### config.mk
export PLATFORM = sky130hd
export DESIGN_NAME = dhms_countdown_countup_timer
export DESIGN_NICKNAME = d
export VERILOG_FILES = /design/src/rtl/dhms_pkg.sv /design/src/rtl/dhms_countdown_countup_timer.sv
export SDC_FILE = /design/constraint.sdc
export NUM_CORES = 1
export LEC_CHECK = 0
export ABC_AREA = 1
export BUFFER_PORTS_ARGS = -buffer_cell sky130_fd_sc_hd__buf_2
export CORE_ASPECT_RATIO = 1.5
export CORE_MARGIN = 5
export CORE_UTILIZATION = 55
export DETAILED_ROUTE_END_ITERATION = 8
export GPL_TIMING_DRIVEN = 0
export PLACE_DENSITY = 0.78
export SYNTH_ARGS = -nofsm -noshare
export SYNTH_HDL_FRONTEND = slang
export SYNTH_SLANG_ARGS = --single-unit
### constraint.sdc
create_clock -name clk_i -period 2.8 [get_ports clk_i]
set_input_delay 0.28 -clock clk_i [delete_from_list [all_inputs] [get_ports clk_i]]
set_output_delay 0.28 -clock clk_i [all_outputs]
set_load 0.02 [all_outputs]
### src/rtl/dhms_pkg.sv
// dhms_pkg: shared types and constants for the days/hours/minutes/seconds timer
// holds item structs, the split count type, command and register codes
// no dependencies
`default_nettype none

package dhms_pkg;

  // field widths of the split count
  localparam int unsigned DAY_W = 8;
  localparam int unsigned HOUR_W = 5;
  localparam int unsigned MS_W = 6;

  // preset limits and tick period
  localparam logic [DAY_W-1:0] MAX_DAYS = 8'd99;
  localparam logic [HOUR_W-1:0] MAX_HOURS = 5'd23;
  localparam logic [MS_W-1:0] MAX_MIN_SEC = 6'd59;
  localparam logic [31:0] ONE_SECOND_MS = 32'd1000;

  // fixed clock radix of the split count
  localparam logic [HOUR_W-1:0] LAST_HOUR = 5'd23;
  localparam logic [MS_W-1:0] LAST_MIN_SEC = 6'd59;

  // commands
  localparam logic [2:0] CMD_TICK = 3'd0;
  localparam logic [2:0] CMD_START = 3'd1;
  localparam logic [2:0] CMD_PAUSE = 3'd2;
  localparam logic [2:0] CMD_STOP = 3'd3;
  localparam logic [2:0] CMD_RESTART = 3'd4;
  localparam logic [2:0] CMD_LOAD = 3'd5;

  // configuration register indexes
  localparam logic [2:0] REG_COUNT_MODE = 3'd0;
  localparam logic [2:0] REG_TICK_SOURCE = 3'd1;
  localparam logic [2:0] REG_PRESET_DAYS = 3'd2;
  localparam logic [2:0] REG_PRESET_HOURS = 3'd3;
  localparam logic [2:0] REG_PRESET_MINUTES = 3'd4;
  localparam logic [2:0] REG_PRESET_SECONDS = 3'd5;

  // count held as normalized days/hours/minutes/seconds; ordering of the
  // packed vector matches ordering of the seconds total
  typedef struct packed {
    logic [DAY_W-1:0]  days;
    logic [HOUR_W-1:0] hours;
    logic [MS_W-1:0]   minutes;
    logic [MS_W-1:0]   seconds;
  } dhms_t;

  // 16777215 seconds, the largest 24-bit count
  localparam dhms_t COUNT_SAT = '{days: 8'd194, hours: 5'd4, minutes: 6'd20, seconds: 6'd15};

  typedef struct packed {
    logic [2:0]  command;
    logic [31:0] now_ms;
    logic [7:0]  rtc_second;
  } timer_in_t;

  typedef struct packed {
    logic [6:0] days;
    logic [4:0] hours;
    logic [5:0] minutes;
    logic [5:0] seconds;
    logic       running;
    logic       completed;
    logic       tick_pulse;
    logic       complete_pulse;
    logic       heartbeat;
  } timer_out_t;

endpackage

`default_nettype wire

### src/rtl/dhms_countdown_countup_timer.sv
// dhms_countdown_countup_timer: seconds timer counting down from, or up to, a preset
// holds command decode, split-count counter, output register and skid stage
// depends on dhms_pkg
//
//  channel  | handshake              | payload
//  ---------+------------------------+------------------------------
//  in       | in_valid_i / in_ready_o | in_data_i  (timer_in_t)
//  out      | out_valid_o/out_ready_i | out_data_o (timer_out_t)
//  cfg      | cfg_we_i               | cfg_idx_i, cfg_wdata_i
//
// one item per cycle while in_ready_o is high; each result is registered
// the whole command is applied in the accept cycle against the state registers
// the output register is backed by a one-entry skid stage, so input stalls only
// once both hold a waiting result
// reset: timer stopped, counts zero, no result pending
`default_nettype none

module dhms_countdown_countup_timer (
  input  wire logic                  clk_i,
  input  wire logic                  rst_ni,
  input  wire logic                  in_valid_i,
  output logic                       in_ready_o,
  input  wire dhms_pkg::timer_in_t   in_data_i,
  output logic                       out_valid_o,
  input  wire logic                  out_ready_i,
  output dhms_pkg::timer_out_t       out_data_o,
  input  wire logic                  cfg_we_i,
  input  wire logic [2:0]            cfg_idx_i,
  input  wire logic [7:0]            cfg_wdata_i
);
  import dhms_pkg::*;

  // configuration registers
  logic       mode_q;
  logic       src_q;
  logic [7:0] pre_days_q, pre_hours_q, pre_min_q, pre_sec_q;

  // timer state
  dhms_t       cur_q, cur_d;
  dhms_t       full_q, full_d;
  dhms_t       start_q, start_d;
  logic        stopped_q, stopped_d;
  logic        completed_q, completed_d;
  logic [31:0] last_ms_q, last_ms_d;
  logic [7:0]  last_rtc_q, last_rtc_d;
  logic        hb_q, hb_d;

  // output register and skid stage
  logic       out_vld_q, skid_vld_q;
  timer_out_t out_q, skid_q;

  logic       accept;
  logic       tick;
  logic       done;
  logic [31:0] ms_delta;
  dhms_t      preset;
  dhms_t      cur_dec, cur_inc;
  timer_out_t res;

  assign in_ready_o = !skid_vld_q;
  assign accept     = in_valid_i && in_ready_o;

  // configuration writes
  always_ff @(posedge clk_i or negedge rst_ni) begin
    if (!rst_ni) begin
      mode_q      <= 1'b0;
      src_q       <= 1'b0;
      pre_days_q  <= '0;
      pre_hours_q <= '0;
      pre_min_q   <= '0;
      pre_sec_q   <= '0;
    end else if (cfg_we_i) begin
      case (cfg_idx_i)
        REG_COUNT_MODE:     mode_q      <= cfg_wdata_i[0];
        REG_TICK_SOURCE:    src_q       <= cfg_wdata_i[0];
        REG_PRESET_DAYS:    pre_days_q  <= cfg_wdata_i;
        REG_PRESET_HOURS:   pre_hours_q <= cfg_wdata_i;
        REG_PRESET_MINUTES: pre_min_q   <= cfg_wdata_i;
        REG_PRESET_SECONDS: pre_sec_q   <= cfg_wdata_i;
        default: ;
      endcase
    end
  end

  // clamped preset, saturated at the 24-bit limit
  always_comb begin
    dhms_t clamped;
    clamped.days    = (pre_days_q > MAX_DAYS) ? MAX_DAYS : pre_days_q;
    clamped.hours   = (pre_hours_q > 8'(MAX_HOURS)) ? MAX_HOURS : pre_hours_q[HOUR_W-1:0];
    clamped.minutes = (pre_min_q > 8'(MAX_MIN_SEC)) ? MAX_MIN_SEC : pre_min_q[MS_W-1:0];
    clamped.seconds = (pre_sec_q > 8'(MAX_MIN_SEC)) ? MAX_MIN_SEC : pre_sec_q[MS_W-1:0];
    preset = (clamped > COUNT_SAT) ? COUNT_SAT : clamped;
  end

  // mixed-radix decrement with borrow
  always_comb begin
    cur_dec = cur_q;
    if (cur_q.seconds != '0) begin
      cur_dec.seconds = cur_q.seconds - 1'b1;
    end else begin
      cur_dec.seconds = LAST_MIN_SEC;
      if (cur_q.minutes != '0) begin
        cur_dec.minutes = cur_q.minutes - 1'b1;
      end else begin
        cur_dec.minutes = LAST_MIN_SEC;
        if (cur_q.hours != '0) begin
          cur_dec.hours = cur_q.hours - 1'b1;
        end else begin
          cur_dec.hours = LAST_HOUR;
          cur_dec.days  = cur_q.days - 1'b1;
        end
      end
    end
  end

  // mixed-radix increment with carry
  always_comb begin
    cur_inc = cur_q;
    if (cur_q.seconds != LAST_MIN_SEC) begin
      cur_inc.seconds = cur_q.seconds + 1'b1;
    end else begin
      cur_inc.seconds = '0;
      if (cur_q.minutes != LAST_MIN_SEC) begin
        cur_inc.minutes = cur_q.minutes + 1'b1;
      end else begin
        cur_inc.minutes = '0;
        if (cur_q.hours != LAST_HOUR) begin
          cur_inc.hours = cur_q.hours + 1'b1;
        end else begin
          cur_inc.hours = '0;
          cur_inc.days  = cur_q.days + 1'b1;
        end
      end
    end
  end

  assign ms_delta = in_data_i.now_ms - last_ms_q;

  // command decode and next state
  always_comb begin
    cur_d       = cur_q;
    full_d      = full_q;
    start_d     = start_q;
    stopped_d   = stopped_q;
    completed_d = completed_q;
    last_ms_d   = last_ms_q;
    last_rtc_d  = last_rtc_q;
    hb_d        = hb_q;
    tick        = 1'b0;
    done        = 1'b0;
    case (in_data_i.command)
      CMD_TICK: begin
        if (!completed_q && !stopped_q) begin
          if (src_q) begin
            if (ms_delta >= ONE_SECOND_MS) begin
              last_ms_d = in_data_i.now_ms;
              tick      = 1'b1;
            end
          end else if (in_data_i.rtc_second != last_rtc_q) begin
            last_rtc_d = in_data_i.rtc_second;
            tick       = 1'b1;
          end
          if (tick) begin
            hb_d = !hb_q;
            if (!mode_q && (cur_q != '0)) begin
              cur_d = cur_dec;
            end else if (mode_q && (cur_q < full_q)) begin
              cur_d = cur_inc;
            end else begin
              done        = 1'b1;
              stopped_d   = 1'b1;
              completed_d = 1'b1;
              cur_d       = mode_q ? '0 : full_q;
            end
          end
        end
      end
      CMD_START: begin
        stopped_d   = 1'b0;
        completed_d = 1'b0;
      end
      CMD_PAUSE: begin
        stopped_d = 1'b1;
      end
      CMD_STOP: begin
        stopped_d   = 1'b1;
        completed_d = 1'b1;
        cur_d       = mode_q ? '0 : full_q;
      end
      CMD_RESTART: begin
        cur_d       = start_q;
        stopped_d   = 1'b0;
        completed_d = 1'b0;
      end
      CMD_LOAD: begin
        full_d  = preset;
        cur_d   = mode_q ? '0 : preset;
        start_d = mode_q ? '0 : preset;
      end
      default: ;
    endcase
  end

  // result from the state after the command
  always_comb begin
    res.days           = cur_d.days[6:0];
    res.hours          = cur_d.hours;
    res.minutes        = cur_d.minutes;
    res.seconds        = cur_d.seconds;
    res.running        = !stopped_d;
    res.completed      = completed_d;
    res.tick_pulse     = tick;
    res.complete_pulse = done;
    res.heartbeat      = hb_d;
  end

  // state update on accept
  always_ff @(posedge clk_i or negedge rst_ni) begin
    if (!rst_ni) begin
      cur_q       <= '0;
      full_q      <= '0;
      start_q     <= '0;
      stopped_q   <= 1'b1;
      completed_q <= 1'b0;
      last_ms_q   <= '0;
      last_rtc_q  <= '0;
      hb_q        <= 1'b0;
    end else if (accept) begin
      cur_q       <= cur_d;
      full_q      <= full_d;
      start_q     <= start_d;
      stopped_q   <= stopped_d;
      completed_q <= completed_d;
      last_ms_q   <= last_ms_d;
      last_rtc_q  <= last_rtc_d;
      hb_q        <= hb_d;
    end
  end

  // output register with skid stage
  always_ff @(posedge clk_i or negedge rst_ni) begin
    if (!rst_ni) begin
      out_vld_q  <= 1'b0;
      skid_vld_q <= 1'b0;
    end else if (!out_vld_q || out_ready_i) begin
      if (skid_vld_q) begin
        skid_vld_q <= 1'b0;
      end else begin
        out_vld_q <= accept;
      end
    end else if (accept) begin
      skid_vld_q <= 1'b1;
    end
  end

  always_ff @(posedge clk_i) begin
    if (!out_vld_q || out_ready_i) begin
      if (skid_vld_q) begin
        out_q <= skid_q;
      end else if (accept) begin
        out_q <= res;
      end
    end else if (accept) begin
      skid_q <= res;
    end
  end

  assign out_valid_o = out_vld_q;
  assign out_data_o  = out_q;

`ifndef SYNTHESIS
  // skid stage only fills behind a waiting output
  a_skid_behind_out: assert property (@(posedge clk_i) disable iff (!rst_ni)
    skid_vld_q |-> out_vld_q)
    else $error("skid stage holds an item without a pending output");

  // stored count stays in clock radix
  a_count_normal: assert property (@(posedge clk_i) disable iff (!rst_ni)
    (cur_q.hours <= LAST_HOUR) && (cur_q.minutes <= LAST_MIN_SEC) &&
    (cur_q.seconds <= LAST_MIN_SEC))
    else $error("current count left clock radix");

  // a finishing item is a tick and leaves the timer stopped and completed
  a_complete_result: assert property (@(posedge clk_i) disable iff (!rst_ni)
    (out_vld_q && out_q.complete_pulse) |->
      (out_q.tick_pulse && out_q.completed && !out_q.running))
    else $error("complete pulse without stop and tick");

  // heartbeat toggles on every accepted advance
  a_heartbeat: assert property (@(posedge clk_i) disable iff (!rst_ni)
    (accept && tick) |=> (hb_q != $past(hb_q)))
    else $error("heartbeat did not toggle on advance");
`endif

endmodule

`default_nettype wire

### Yosys cells after proc, flatten, opt, wreduce, memory -nomap -nowiden

Cells that the tools add are included.
W data, S select, Z words.

| cells by class | value |
|---|---|
| $add $sub $neg | 9 |
| muxes and demuxes | 53 |
| equal/unequal tests | 22 |
| order comparisons | 7 |
| reduce and logical (&&, ||, !) cells | 36 |
| bitwise operators | 3 |

Operators with widths:

| operator | count |
|---|---|
| $mux W25 | 7 |
| $pmux W25 S4 | 1 |
| $mux W29 | 2 |
| $mux W19 | 2 |
| $mux W6 | 6 |
| $ge A32 B10 Y1 const B | 1 |
| $sub A32 B32 Y32 | 1 |
| $mux W13 | 2 |
| $gt A25 B25 Y1 const B | 1 |
| $lt A25 B25 Y1 | 1 |
| $mux W1 | 25 |
| $reduce_bool A25 Y1 | 1 |
| $mux W8 | 3 |
| $reduce_and A2 Y1 | 10 |
| $gt A8 B6 Y1 const B | 2 |
| $mux W5 | 3 |
| $add A6 B1 Y6 const B | 2 |
| $eq A3 B2 Y1 const B | 4 |
| $eq A3 B3 Y1 const B | 4 |
| $ne A4 B4 Y1 const B | 3 |
| $ne A6 B6 Y1 const B | 2 |
| $reduce_bool A6 Y1 | 2 |
| $sub A6 B1 Y6 const B | 2 |
| $reduce_and A10 Y1 | 1 |
| 22 further kinds | 42 |

| word-level totals | value |
|---|---|
| flip-flop bits (word level) | 212 |
| output and inout port bits | 31 |
| word-level logic and storage cells | 174 |
| input bits | 59 |

### Depth between registers and ports, before layout

Gate-level depths: netlist of run 1.

| logic depth | value |
|---|---|
| word-level depth | 12 |
| mapped depth | 25 |
| depth with buffers taken out | 25 |

### Worst setup path after synthesis of run 1

OpenSTA, ideal clock, no wires.

| path | value |
|---|---|
| path type | reg2reg |
| from | register last_ms_q[0] |
| to | register out_q (netlist bit out_data_o[26]), data pin |
| arrival | 2.562 ns |
| data required time | 2.545 ns |
| setup time | 0.255 ns |
| cell stages (with the launch flop) | 23 |
| setup slack | -0.017 ns |
| buffers on the path | 1 |
| period minus slack after synthesis | 2.817 ns |
| cell sequence | dfrtp_1 -> ha_1 -> inv_1 -> fa_1 -> nand3_1 -> nand3_1 -> nand2_1 -> nand2_1 -> nand3_1 -> nand2_1 -> nand2_1 -> nand2_1 -> a21oi_1 -> nand2_1 -> nor2_1 -> nand4_4 -> nand3_4 -> buf_6 -> nand2_1 -> nand3_1 -> nand2_1 -> nand3_1 -> nand2_1 |

| on the way | value |
|---|---|
| cells in the longest elaborated chain, start to end | 11 |

Ends and longest elaborated chain:

| element | line | text |
|---|---|---|
| start: declaration | dhms_countdown_countup_timer.sv:44 | `logic [31:0] last_ms_q, last_ms_d;` |
| start signal: assignment | dhms_countdown_countup_timer.sv:234 | `last_ms_q <= last_ms_d;` |
| $sub A32 B32 Y32 | dhms_countdown_countup_timer.sv:137 | `assign ms_delta = in_data_i.now_ms - last_ms_q;` |
| $ge A32 B10 Y1 | dhms_countdown_countup_timer.sv:155 | `if (ms_delta >= ONE_SECOND_MS) begin` |
| $mux W1 | dhms_countdown_countup_timer.sv:155 |  |
| $mux W1 | dhms_countdown_countup_timer.sv:154 | `if (src_q) begin` |
| $mux W1 | dhms_countdown_countup_timer.sv:153 | `if (!completed_q && !stopped_q) begin` |
| $mux W1 | dhms_countdown_countup_timer.sv:151 | `case (in_data_i.command)` |
| $mux W25 | dhms_countdown_countup_timer.sv:163 | `if (tick) begin` |
| $mux W25 | dhms_countdown_countup_timer.sv:153 |  |
| $pmux W25 S4 | dhms_countdown_countup_timer.sv:151 |  |
| $mux W29 | dhms_countdown_countup_timer.sv:260 | `end else if (accept) begin` |
| $mux W29 | dhms_countdown_countup_timer.sv:258 | `if (skid_vld_q) begin` |
| end signal: assignment | dhms_countdown_countup_timer.sv:259 | `out_q <= skid_q;` |
| end signal: assignment | dhms_countdown_countup_timer.sv:261 | `out_q <= res;` |
| end: declaration | dhms_countdown_countup_timer.sv:50 | `timer_out_t out_q, skid_q;` |

No other way between the ends. The select of a mux whose other input is x is not followed.
A chain may end at the register's enable or synchronous reset.

### Worst setup path after layout of run 1

| path | value |
|---|---|
| from | register last_ms_q[0] |
| to | register out_q (netlist bit out_data_o[6]), data pin |

The elaborated chain is that of the path after synthesis.

==> impl_metrics.tcl, run 1 <==
set metrics [dict create \
    yosys-top-cells-count "nand2_1 (673), inv_1 (355), o21ai_0 (170)" \
    numPortBuffers 89 \
    drt_iter0_markers 1130 \
    postRouteWirelength_um 51200 \
    yosysWarnings 0 \
    synth_area_leader_cell "dfrtp_1" \
    synth_xor_area_share_pct 2.04 \
    grt_pass1_wl_um 78200 \
    cts-root-buf "clkbuf_16" \
    grt_pass1_vias 15308 \
    initial_utilization_pct 55.4 \
    antenna_left 0 \
    synth_edf_count 58 \
    cpLargestDelayFamily "simple AND/OR/NAND/NOR gates" \
    nets 2427 \
    p_leak_nw 9.23 \
    cp-start-kind "flop" \
    fmax_mhz 299 \
    powerDensity_mw_per_mm2 785 \
    period_needed_ns 3.34 \
    yosys.area_share.simple_pct 31.1 \
    outcome "finished with violations" \
    ctsLongestPathBuffers 3 \
    drt-pass1-iter-count 7 \
    finalHoldViolations 0 \
    dieArea_mm2 0.0300 \
    clk_latency_ns 0.54 \
    worstPathArrival_ns 3.61 \
    wl_per_cell_um 19.3 \
    relSlewSlack_pct 10.3 \
    syn2layout_area_growth_pct 28.0 \
    endpoint_kind "flop" \
    clock_sinks 212 \
    netlist_area_mm2 0.0146 \
    max_stage_delay_ns 0.43 \
    utilization_pct 70.9 \
    synth_compound_area_share_pct 11.2 \
    grt_setup_unrepaired "true" \
    layout-drive-gt1-share_pct 21.6 \
    cpMostUsedCell "nand2_1" \
    syn_inst 2118 \
    synth_mux_area_share_pct 0.616 \
    dieHeight_um 210 \
    gr-usage-all-layers_pct 33.4 \
    post-synth-top-count-cell "nand2_1" \
    die_w_um 143 \
    synthAdderAreaFrac_pct 5.61 \
    cts_tree "yes" \
    viasPerCell 5.66 \
    cap_violations 0 \
    setup_ws_ns -0.541 \
    worst_slew_pin_slew_ns 1.35 \
    synth_seq_area_share_pct 38.3 \
    critPathBufInv 2 \
    grt_overflow_total 0 \
    num_vias 15022 \
    setup_tns_ns -48.48 \
    crit_chain "ha_2 > inv_2 > fa_2 > nand2_2 > nand3_2 > nand3_2 > nand2_4 > nand2_4 > nand2_4 > nand2_2 > nand2_1 > nand2_1 > nand2_1 > nor2_1 > nand2_1 > nor2_2 > nand4_4 > nand3_4 > buf_8 > nand2_2 > nand3_2 > nand2_2 > nand3_2 > nand2_1" \
    grt_start_max_net_pins 88 \
    netlist_top_cells_area "dfrtp_1 (26%), nand2_1 (17%), edfxtp_1 (12%), inv_1 (9.1%), o21ai_0 (5.8%)" \
    cp_max_fo 6 \
    slowest_stage "fa_2" \
    synth_area_per_cell_um2 6.91 \
    numCtsBuffers 21 \
    clk_pin_slew_ns 0.07 \
    drc 1 \
    fin_crit_sh_pct 119 \
    min_path_type "in2reg" \
    io_pins 90 \
    hpwl_um 36900 \
    vdd_ir_drop_max_v 0.000672 \
    antenna_found_initial 0 \
    std_cell_rows 73 \
    crit_required_ns 3.07 \
    cts_htree_levels 1 \
    synth-seq-cells 212 \
    antenna_cells 0 \
    violations "design-rule violations, negative setup slack" \
    fp.coreArea_mm2 0.0264 \
    synth_top_area_share_pct 26.2 \
    yosysUniqueCellTypes 50 \
    worstSetupPathType "reg2reg" \
    final-setup-viol-count 118 \
    place_congestion 0.978 \
    clock_skew_ns 0.0361 \
    synthesis.nets 2242 \
    slew_viol_final 0 \
    synthFlopType "dfrtp_1" \
    synth_top_family_by_area "simple AND/OR/NAND/NOR gates" \
    async_flop_share_pct 72.6 \
]
==> layer usage <==
layer / track usage (%) / routed length (µm)
met1: 32.7 / 16800
met4: 27.4 / 5080
met2: 61.6 / 26700
met5: 0 / 0
met3: 3.28 / 2610
==> worst paths after layout <==
kind                               startpoint       endpoint  slack (ns)  depth (start not counted)
worst max-delay path             last_ms_q[0]  out_data_o[6]       -0.54                         24
worst min-delay path            in_data_i[19]  last_ms_q[11]        0.02                          3
worst max register to register   last_ms_q[0]  out_data_o[6]       -0.54                         24
worst min register to register  pre_days_q[0]  pre_days_q[0]        0.48                          2
max in group asynchronous              rst_ni    out_valid_o        1.54                          3
min in group asynchronous              rst_ni   last_ms_q[6]        0.36                          2
==> through the flow <==
| stage | cell area (µm²) | hold slack (ns) | setup slack [ns] | total power [mW] | instances |
|---|---|---|---|---|---|
| 5_1_grt | 18700 | 0.0123 | -0.760 | 15.6 | 2655 |
| 6_report | 18700 | 0.0171 | -0.541 | 14.7 | 2655 |
| 4_1_cts | 18300 | 0.00162 | -0.482 | 14.3 | 2645 |
| 2_1_floorplan | 14600 | -0.0156 | 0.00834 | 8.44 | 2118 |
| 3_5_place_dp | 15500 | 0.354 | -0.892 | 10.1 | 2545 |
| 3_3_place_gp | 15500 | 0.459 | -0.948 | 9.94 | 2544 |
==> state kept, by name, summed over array words and instances, names as in the netlist <==
name / count
completed_q: 1
cur_q: 25
full_q: 25
hb_q: 1
last_ms_q: 32
last_rtc_q: 8
mode_q: 1
out_data_o: 29
out_valid_o: 1
pre_days_q: 8
pre_hours_q: 8
pre_min_q: 8
pre_sec_q: 8
skid_q: 29
skid_vld_q: 1
src_q: 1
start_q: 25
stopped_q: 1
==> logic make-up after synthesis <==
family	Yosys count
DFF	212
and+or+nand+nor	1075
xor gates and xnor gates	34
muxes	8
AOI/OAI and AO/OA	297
buffers and inverters	427
adders and majority gates	65
==> final cells by class <==
| type | count | area, µm² |
|---|---|---|
| timing repair buffer | 163 | 1330 |
| tap | 337 | 422 |
| sequential | 212 | 5600 |
| multi-input combinational | 1480 | 8960 |
| fill | 2065 | 7680 |
| clock inverter | 11 | 115 |
| buffer | 63 | 342 |
| inverter | 362 | 1360 |
| clock buffer | 27 | 594 |
==> power by group <==
part           leakage [nW]  total [mW]  internal (mW)  switching (mW)
sequential             2.37        4.39           3.94           0.450
combinational          6.52        7.33           2.61            4.72
clock                 0.344        2.97           1.70            1.27
==> layout by cell type, fill, tap and decap left out, types with 7 or more instances in the layout <==
cell,netlist,final
nand3_2,1,46
nand2_2,3,60
dlygate4sd3_1,0,12
a211oi_1,10,10
dfrtp_1,153,153
nor2_4,1,15
ha_4,0,20
edfxtp_1,58,58
buf_2,6,89
nor2_1,122,103
nand3_4,1,19
nand3_1,143,80
a21oi_1,36,27
buf_4,2,21
a21boi_1,1,13
buf_6,2,33
nor3_1,41,37
nand2_1,673,571
xnor2_1,8,7
inv_1,355,346
o22ai_1,19,19
clkbuf_1,48,46
o21ai_1,22,37
xor2_1,26,25
nor2_2,5,11
a21oi_2,0,9
o21ai_2,0,18
inv_2,3,11
nand4_1,53,53
o21ai_0,170,136
mux2_2,8,8
or2_2,11,11
a21boi_2,0,11
clkbuf_16,0,25
ha_1,64,41
nand2_4,0,45
==> timing repair <==
| action | 4_1_cts | 5_1_grt |
|---|---|---|
| cloned | 7 | 0 |
| pin swaps | 55 | 48 |
| resized for setup | 405 | 92 |
| setup buffers | 43 | 17 |
| hold buffers | 12 | 0 |
| endpoints found under the setup margin | 147 | 147 |
| hold endpoints to repair | 77 | 0 |
==> worst register-to-register path: cells and delay by family (launching register included) <==
family | cells | cell delay [ns]
adder cells (fa/ha/maj) | 2 | 0.61
AND/OR/NAND/NOR | 20 | 1.87
buffers and inverters | 2 | 0.24
flip-flops | 1 | 0.36
Power figures use the tool's default switching activity.
==> run 2, diff against run 1 <==
--- a/config.mk
+++ b/config.mk
@@ -7,12 +7,14 @@
 export LEC_CHECK = 0
 export ABC_AREA = 1
 export BUFFER_PORTS_ARGS = -buffer_cell sky130_fd_sc_hd__buf_2
+export CELL_PAD_IN_SITES_DETAIL_PLACEMENT = 2
+export CELL_PAD_IN_SITES_GLOBAL_PLACEMENT = 2
 export CORE_ASPECT_RATIO = 1.5
 export CORE_MARGIN = 5
-export CORE_UTILIZATION = 55
+export CORE_UTILIZATION = 32
 export DETAILED_ROUTE_END_ITERATION = 8
 export GPL_TIMING_DRIVEN = 0
-export PLACE_DENSITY = 0.78
+export PLACE_DENSITY = 0.79
 export SYNTH_ARGS = -nofsm -noshare
 export SYNTH_HDL_FRONTEND = slang
 export SYNTH_SLANG_ARGS = --single-unit
==> run 2 against run 1 <==
Net effect: the flow finishes with violations (negative setup slack); fmax down 4.4%; combinational power up 2%; wire length up 27%; sequential power up 0.9%; critical path depth up 1; die area up 67%; core utilization down 30 points; worst setup slack worse by 0.15 ns; highest routed layer unchanged.
==> impl_metrics.tcl, run 2 (synthesis results as in run 1) <==
set metrics [dict create \
    critPathCapture "out_data_o[8]" \
    initial_utilization_pct 32.1 \
    io_pins 90 \
    top_register "last_ms_q" \
    slew_viol_final 0 \
    largest_reg_flops 32 \
    r2r_end "out_data_o[8]" \
    crit_required_ns 3.11 \
    mostFrequentLayoutCell "nand2_1" \
    hpwl_um 48100 \
    finalHoldViolations 0 \
    viasPerCell 5.24 \
    layout-drive-gt1-share_pct 19.8 \
    numPortBuffers 89 \
    period_needed_ns 3.49 \
    min_path_type "in2reg" \
    cp_max_fo 6 \
    grt_setup_unrepaired "true" \
    setup_tns_ns -60.27 \
    antenna_found_initial 0 \
    utilization_pct 40.9 \
    gr-usage-all-layers_pct 24.5 \
    setup_ws_ns -0.694 \
    clock_sinks 212 \
    dieArea_mm2 0.0502 \
    vdd_ir_drop_max_v 0.000612 \
    antenna_left 0 \
    worstPathArrival_ns 3.80 \
    powerDensity_mw_per_mm2 823 \
    p_leak_nw 9.04 \
    r2r_start "last_ms_q[0]" \
    nets 2433 \
    slowest_stage "dfrtp_1" \
    wl_per_cell_um 22.3 \
    place_congestion 0.888 \
    fmax_mhz 286 \
    grt_pass1_wl_um 95900 \
    clock_skew_ns 0.0130 \
    worstSetupPathType "reg2reg" \
    clk_latency_ns 0.56 \
    timing.hold.ws_ns 0.0284 \
    max_stage_delay_ns 0.40 \
    cap_violations 0 \
    fin_crit_sh_pct 125 \
    std_cell_rows 96 \
    drc 0 \
    antenna_cells 0 \
    worst_slew_pin_slew_ns 1.29 \
    grt_pass1_vias 17299 \
    outcome "finished with violations" \
    layout_common_cells "nand2_1 (583), inv_1 (349), o21ai_0 (162), dfrtp_1 (153), nor2_1 (99)" \
    dieHeight_um 272 \
    ff2ff_setup_slack_ns -0.69 \
    cts_tree "yes" \
    ctsLongestPathBuffers 3 \
    cpMostUsedCell "nand2_2" \
    endpoint_kind "flop" \
    fin_area_mm2 0.0186 \
    startpoint "last_ms_q[0]" \
    rr_worst_depth 25 \
    numCtsBuffers 25 \
    relSlewSlack_pct 14.1 \
    num_vias 15272 \
    violations "negative setup slack" \
    cts-root-buf "clkbuf_16" \
    cts_htree_levels 1 \
    grt_start_max_net_pins 109 \
    syn2layout_area_growth_pct 27.4 \
    die_w_um 185 \
    drt_iter0_markers 604 \
    drt-pass1-iter-count 5 \
    fp.coreArea_mm2 0.0455 \
    grt_overflow_total 0 \
    clk_pin_slew_ns 0.06 \
    final-setup-viol-count 118 \
    postRouteWirelength_um 65100 \
    cp-start-kind "flop" \
    place_area_mm2 0.0159 \
]
==> run 2: layer usage <==
metal | GRT usage (%) | vias up | part of all wire, % | wire length, µm
met5 | 0 | - | 0 | 0
met4 | 12.5 | 0 | 6.0 | 3890
met3 | 2.55 | 173 | 2.9 | 1890
met2 | 50.1 | 298 | 57 | 37200
met1 | 23.2 | 7621 | 34 | 22100
li1 | - | 7180 | - | -
==> run 2: cell type report <==
| cell class | count | area, µm² |
|---|---|---|
| inverters | 362 | 1370 |
| flip-flops and latches | 212 | 5600 |
| fillers | 5325 | 26900 |
| plain buffers | 63 | 315 |
| clock buffers | 34 | 721 |
| well taps | 588 | 736 |
| clock inverters | 11 | 118 |
| repair buffers | 165 | 1200 |
| multi-input cells | 1480 | 8590 |
==> run 2: worst min-delay path by stage <==
stage	start	endpoint	slack, ns	cells after the start
after global placement	pre_hours_q[2]	pre_hours_q[2]	0.46	2
after floorplan	rst_ni	completed_q	-0.02	0
final	in_data_i[27]	last_ms_q[19]	0.03	3
after detailed placement	rst_ni	last_ms_q[5]	0.23	1
after global routing	in_valid_i	skid_vld_q	0.03	3
after CTS	in_data_i[19]	last_ms_q[11]	0.003	3
==> run 2: timing repair <==
| action | in CTS | in global routing |
|---|---|---|
| gates cloned | 3 | 0 |
| hold endpoints to repair | 83 | 0 |
| setup endpoints to repair | 147 | 142 |
| resized for setup | 175 | 195 |
| pin swaps | 40 | 45 |
| buffers inserted | 22 | 15 |
| hold buffers | 38 | 0 |
==> run 2: through the flow <==
stage / setup WS, ns / total power, mW / cells
floorplan: 0.00834 / 8.44 / 2118
global placement: -1.24 / 10.2 / 2795
detailed placement: -1.23 / 10.6 / 2796
CTS: -0.731 / 14.6 / 2904
global route: -0.850 / 16.3 / 2915
finish: -0.694 / 15.3 / 2915
==> run 2: critical path, delay by kind of cell, from the launching register on <==
kind / cells / cell delay (ns)
buffers and inverters: 3 / 0.29
DFF: 1 / 0.40
adders and majority gates: 2 / 0.56
and+or+nand+nor: 20 / 2.00
==> run 2: power by group <==
group / total [mW] / internal [mW] / leakage, nW / switching [mW]
logic: 7.46 / 2.50 / 6.26 / 4.96
clock network: 3.45 / 1.99 / 0.407 / 1.46
registers: 4.43 / 3.94 / 2.37 / 0.493
total: 15.3 / 8.42 / 9.04 / 6.91
==> run 3, diff against run 2 <==
--- a/config.mk
+++ b/config.mk
@@ -5,13 +5,12 @@
 export SDC_FILE = /design/constraint.sdc
 export NUM_CORES = 1
 export LEC_CHECK = 0
-export ABC_AREA = 1
 export BUFFER_PORTS_ARGS = -buffer_cell sky130_fd_sc_hd__buf_2
 export CELL_PAD_IN_SITES_DETAIL_PLACEMENT = 2
 export CELL_PAD_IN_SITES_GLOBAL_PLACEMENT = 2
 export CORE_ASPECT_RATIO = 1.5
 export CORE_MARGIN = 5
-export CORE_UTILIZATION = 32
+export CORE_UTILIZATION = 35
 export DETAILED_ROUTE_END_ITERATION = 8
 export GPL_TIMING_DRIVEN = 0
 export PLACE_DENSITY = 0.79
==> constraint.sdc (replaced) <==
create_clock -name clk_i -period 3.1 [get_ports clk_i]
set_input_delay 0.31 -clock clk_i [delete_from_list [all_inputs] [get_ports clk_i]]
set_output_delay 0.31 -clock clk_i [all_outputs]
set_load 0.02 [all_outputs]
==> run 3 against run 2 <==
Net effect: the flow finishes with violations (negative hold slack, negative setup slack); core utilization increased by 4.4 points; sequential share of layout area increased by 0.86 points; cell count decreased by 21%; flip-flop and latch count unchanged; clock power decreased by 9.6%; via count decreased by 6.9%; fmax decreased by 17%; non-clock buffer count increased by 29; first-iteration DRC count increased by 24%; worst setup slack got worse by 0.41 ns; critical endpoint is now out_data_o[20]; largest cell class unchanged.
==> impl_metrics.tcl, run 3 <==
set metrics [dict create \
    nets 1898 \
    fp.coreArea_mm2 0.0400 \
    wl_met3_um 2280 \
    endpoint_kind "flop" \
    postRouteWirelength_um 66600 \
    grt_start_max_net_pins 112 \
    synth_seq_area_share_pct 39.8 \
    cp_max_fo 6 \
    grt_pass1_wl_um 94900 \
    grt_pass1_vias 15719 \
    std_cell_rows 90 \
    synth_area_per_cell_um2 8.80 \
    num_vias 14225 \
    drt_iter0_markers 746 \
    cp-start-kind "flop" \
    yosysUniqueCellTypes 89 \
    grt_setup_unrepaired "true" \
    antenna_found_initial 1 \
    wl_met2_um 36500 \
    worstSetupPathType "reg2reg" \
    crit_required_ns 3.34 \
    io_pins 90 \
    dieHeight_um 255 \
    outcome "finished with violations" \
    clk_pin_slew_ns 0.07 \
    period_needed_ns 4.21 \
    layout-drive-gt1-share_pct 26.4 \
    post-synth-top-count-cell "nand2_1" \
    worst_slew_pin_slew_ns 1.21 \
    mostFrequentLayoutCell "dfrtp_1" \
    numCtsBuffers 24 \
    yosys-top-cells-count "nand2_1 (176), dfrtp_1 (153), o21ai_0 (153)" \
    numPortBuffers 87 \
    p_total_mw 15.7 \
    netlist_top_cells_area "dfrtp_1 (27%), edfxtp_1 (12%), ha_1 (5.7%), o21ai_0 (5.4%), nand2_1 (4.7%)" \
    finalHoldViolations 1 \
    p_leak_nw 7.27 \
    powerDensity_mw_per_mm2 867 \
    setup_tns_ns -106.47 \
    die_w_um 174 \
    grt_overflow_total 0 \
    min_path_type "in2reg" \
    fmax_mhz 238 \
    drc 0 \
    dieArea_mm2 0.0443 \
    hpwl_um 47500 \
    viasPerCell 6.19 \
    clock_sinks 212 \
    clk_latency_ns 0.56 \
    violations "negative hold slack, negative setup slack" \
    drt-pass1-iter-count 5 \
    netlist_area_mm2 0.0141 \
    synth_area_leader_cell "dfrtp_1" \
    final-setup-viol-count 118 \
    cts_tree "yes" \
    yosysWarnings 0 \
    fin_cells 2298 \
    synthesis.nets 1720 \
    syn_inst 1596 \
    wl_per_cell_um 29.0 \
    synth-seq-cells 212 \
    initial_utilization_pct 35.1 \
    place_congestion 0.954 \
    fin_crit_sh_pct 136 \
    ctsLongestPathBuffers 3 \
    async_flop_share_pct 72.6 \
    top_layer "met5" \
    timing.hold.ws_ns -0.00769 \
    synth_top_area_share_pct 27.2 \
    largest_reg_flops 32 \
    cts_htree_levels 1 \
    synth_edf_count 58 \
    vdd_ir_drop_max_v 0.000577 \
    met1Wirelength_um 22600 \
    layout_common_cells "dfrtp_1 (153), nand2_1 (152), nor2_1 (105), o21ai_0 (102), buf_2 (94)" \
    cts-root-buf "clkbuf_16" \
    top_register "last_ms_q" \
    synthFlopType "dfrtp_1" \
    worstPathArrival_ns 4.45 \
    setup_ws_ns -1.11 \
    antenna_left 0 \
    gr-usage-all-layers_pct 27.4 \
    antenna_cells 0 \
    cap_violations 0 \
    clock_skew_ns 0.0135 \
    relSlewSlack_pct 18.7 \
    placed_cells 2192 \
    syn2layout_area_growth_pct 29.0 \
    slew_viol_final 0 \
]
[run 3: cell families after synthesis]
family	Yosys count	synth area share, %
compound gates	524	24.7
flops	212	39.8
xor+xnor	37	2.31
fa+ha+maj	65	5.84
mux	54	4.27
buf+inv	195	5.53
simple gates	509	17.5
[run 3: metal layers]
metal	up-vias	track usage (%)
met3	226	3.06
met4	2	17.3
met1	7331	27.0
li1	6256	-
met5	-	0
met2	410	53.7
[run 3: critical path, cell delays in order, from the launching register on]
cell	delay [ns]
dfrtp_1	0.38
inv_1	0.10
ha_4	0.24
a21o_1	0.22
a21oi_4	0.27
buf_4	0.18
a21oi_1	0.08
o21ai_0	0.30
nor4b_2	0.27
and4b_1	0.23
nand4b_1	0.18
nor4_4	0.08
buf_6	0.14
buf_4	0.13
or2_4	0.27
buf_12	0.14
buf_12	0.12
o211ai_1	0.36
a41oi_2	0.17
[run 3: path summary, 6_finish.rpt]
check / start / slack [ns] / cells after the start / to
max: last_ms_q[3] / -1.11 / 18 / out_data_o[20]
min in group asynchronous: rst_ni / 0.24 / 2 / start_q[9]
min: in_data_i[22] / -0.008 / 3 / last_ms_q[14]
max in group asynchronous: rst_ni / 1.89 / 3 / cur_q[19]
max reg2reg: last_ms_q[3] / -1.11 / 18 / out_data_o[20]
min reg2reg: start_q[0] / 0.48 / 2 / start_q[0]
[run 3: power by group]
group          switching (mW)  internal [mW]  total, mW
Clock                    1.34           1.78       3.12
Sequential              0.628           3.67       4.30
Combinational            5.16           3.14       8.30
Total                    7.12           8.59       15.7
[run 3: area by class of cell]
| class | instances | area [µm²] |
|---|---|---|
| Buffer | 100 | 623 |
| Clock buffer | 26 | 651 |
| Clock inverter | 18 | 189 |
| Fill cell | 4183 | 21900 |
| Inverter | 90 | 338 |
| Multi-Input combinational cell | 1189 | 8840 |
| Sequential cell | 212 | 5600 |
| Tap cell | 506 | 633 |
| Timing Repair Buffer | 157 | 1250 |
[run 3: per-stage QoR]
stage               setup WS [ns]  utilization, %  instance area [µm²]
finish                      -1.11            45.3                18100
CTS                         -1.01            43.2                17300
global placement            -1.65            38.5                15400
global route                -1.22            45.3                18100
detailed placement          -1.68            38.7                15500
floorplan                  -0.394               -                14300
[run 3: repair_timing]
action                                  in CTS  in global routing
endpoints found under the setup margin     132                120
gates cloned                                 2                  5
hold endpoints to repair                    62                  1
hold buffers                                20                  1
pin swaps                                   31                 50
buffers inserted                            23                 18
gates resized for setup                    114                211
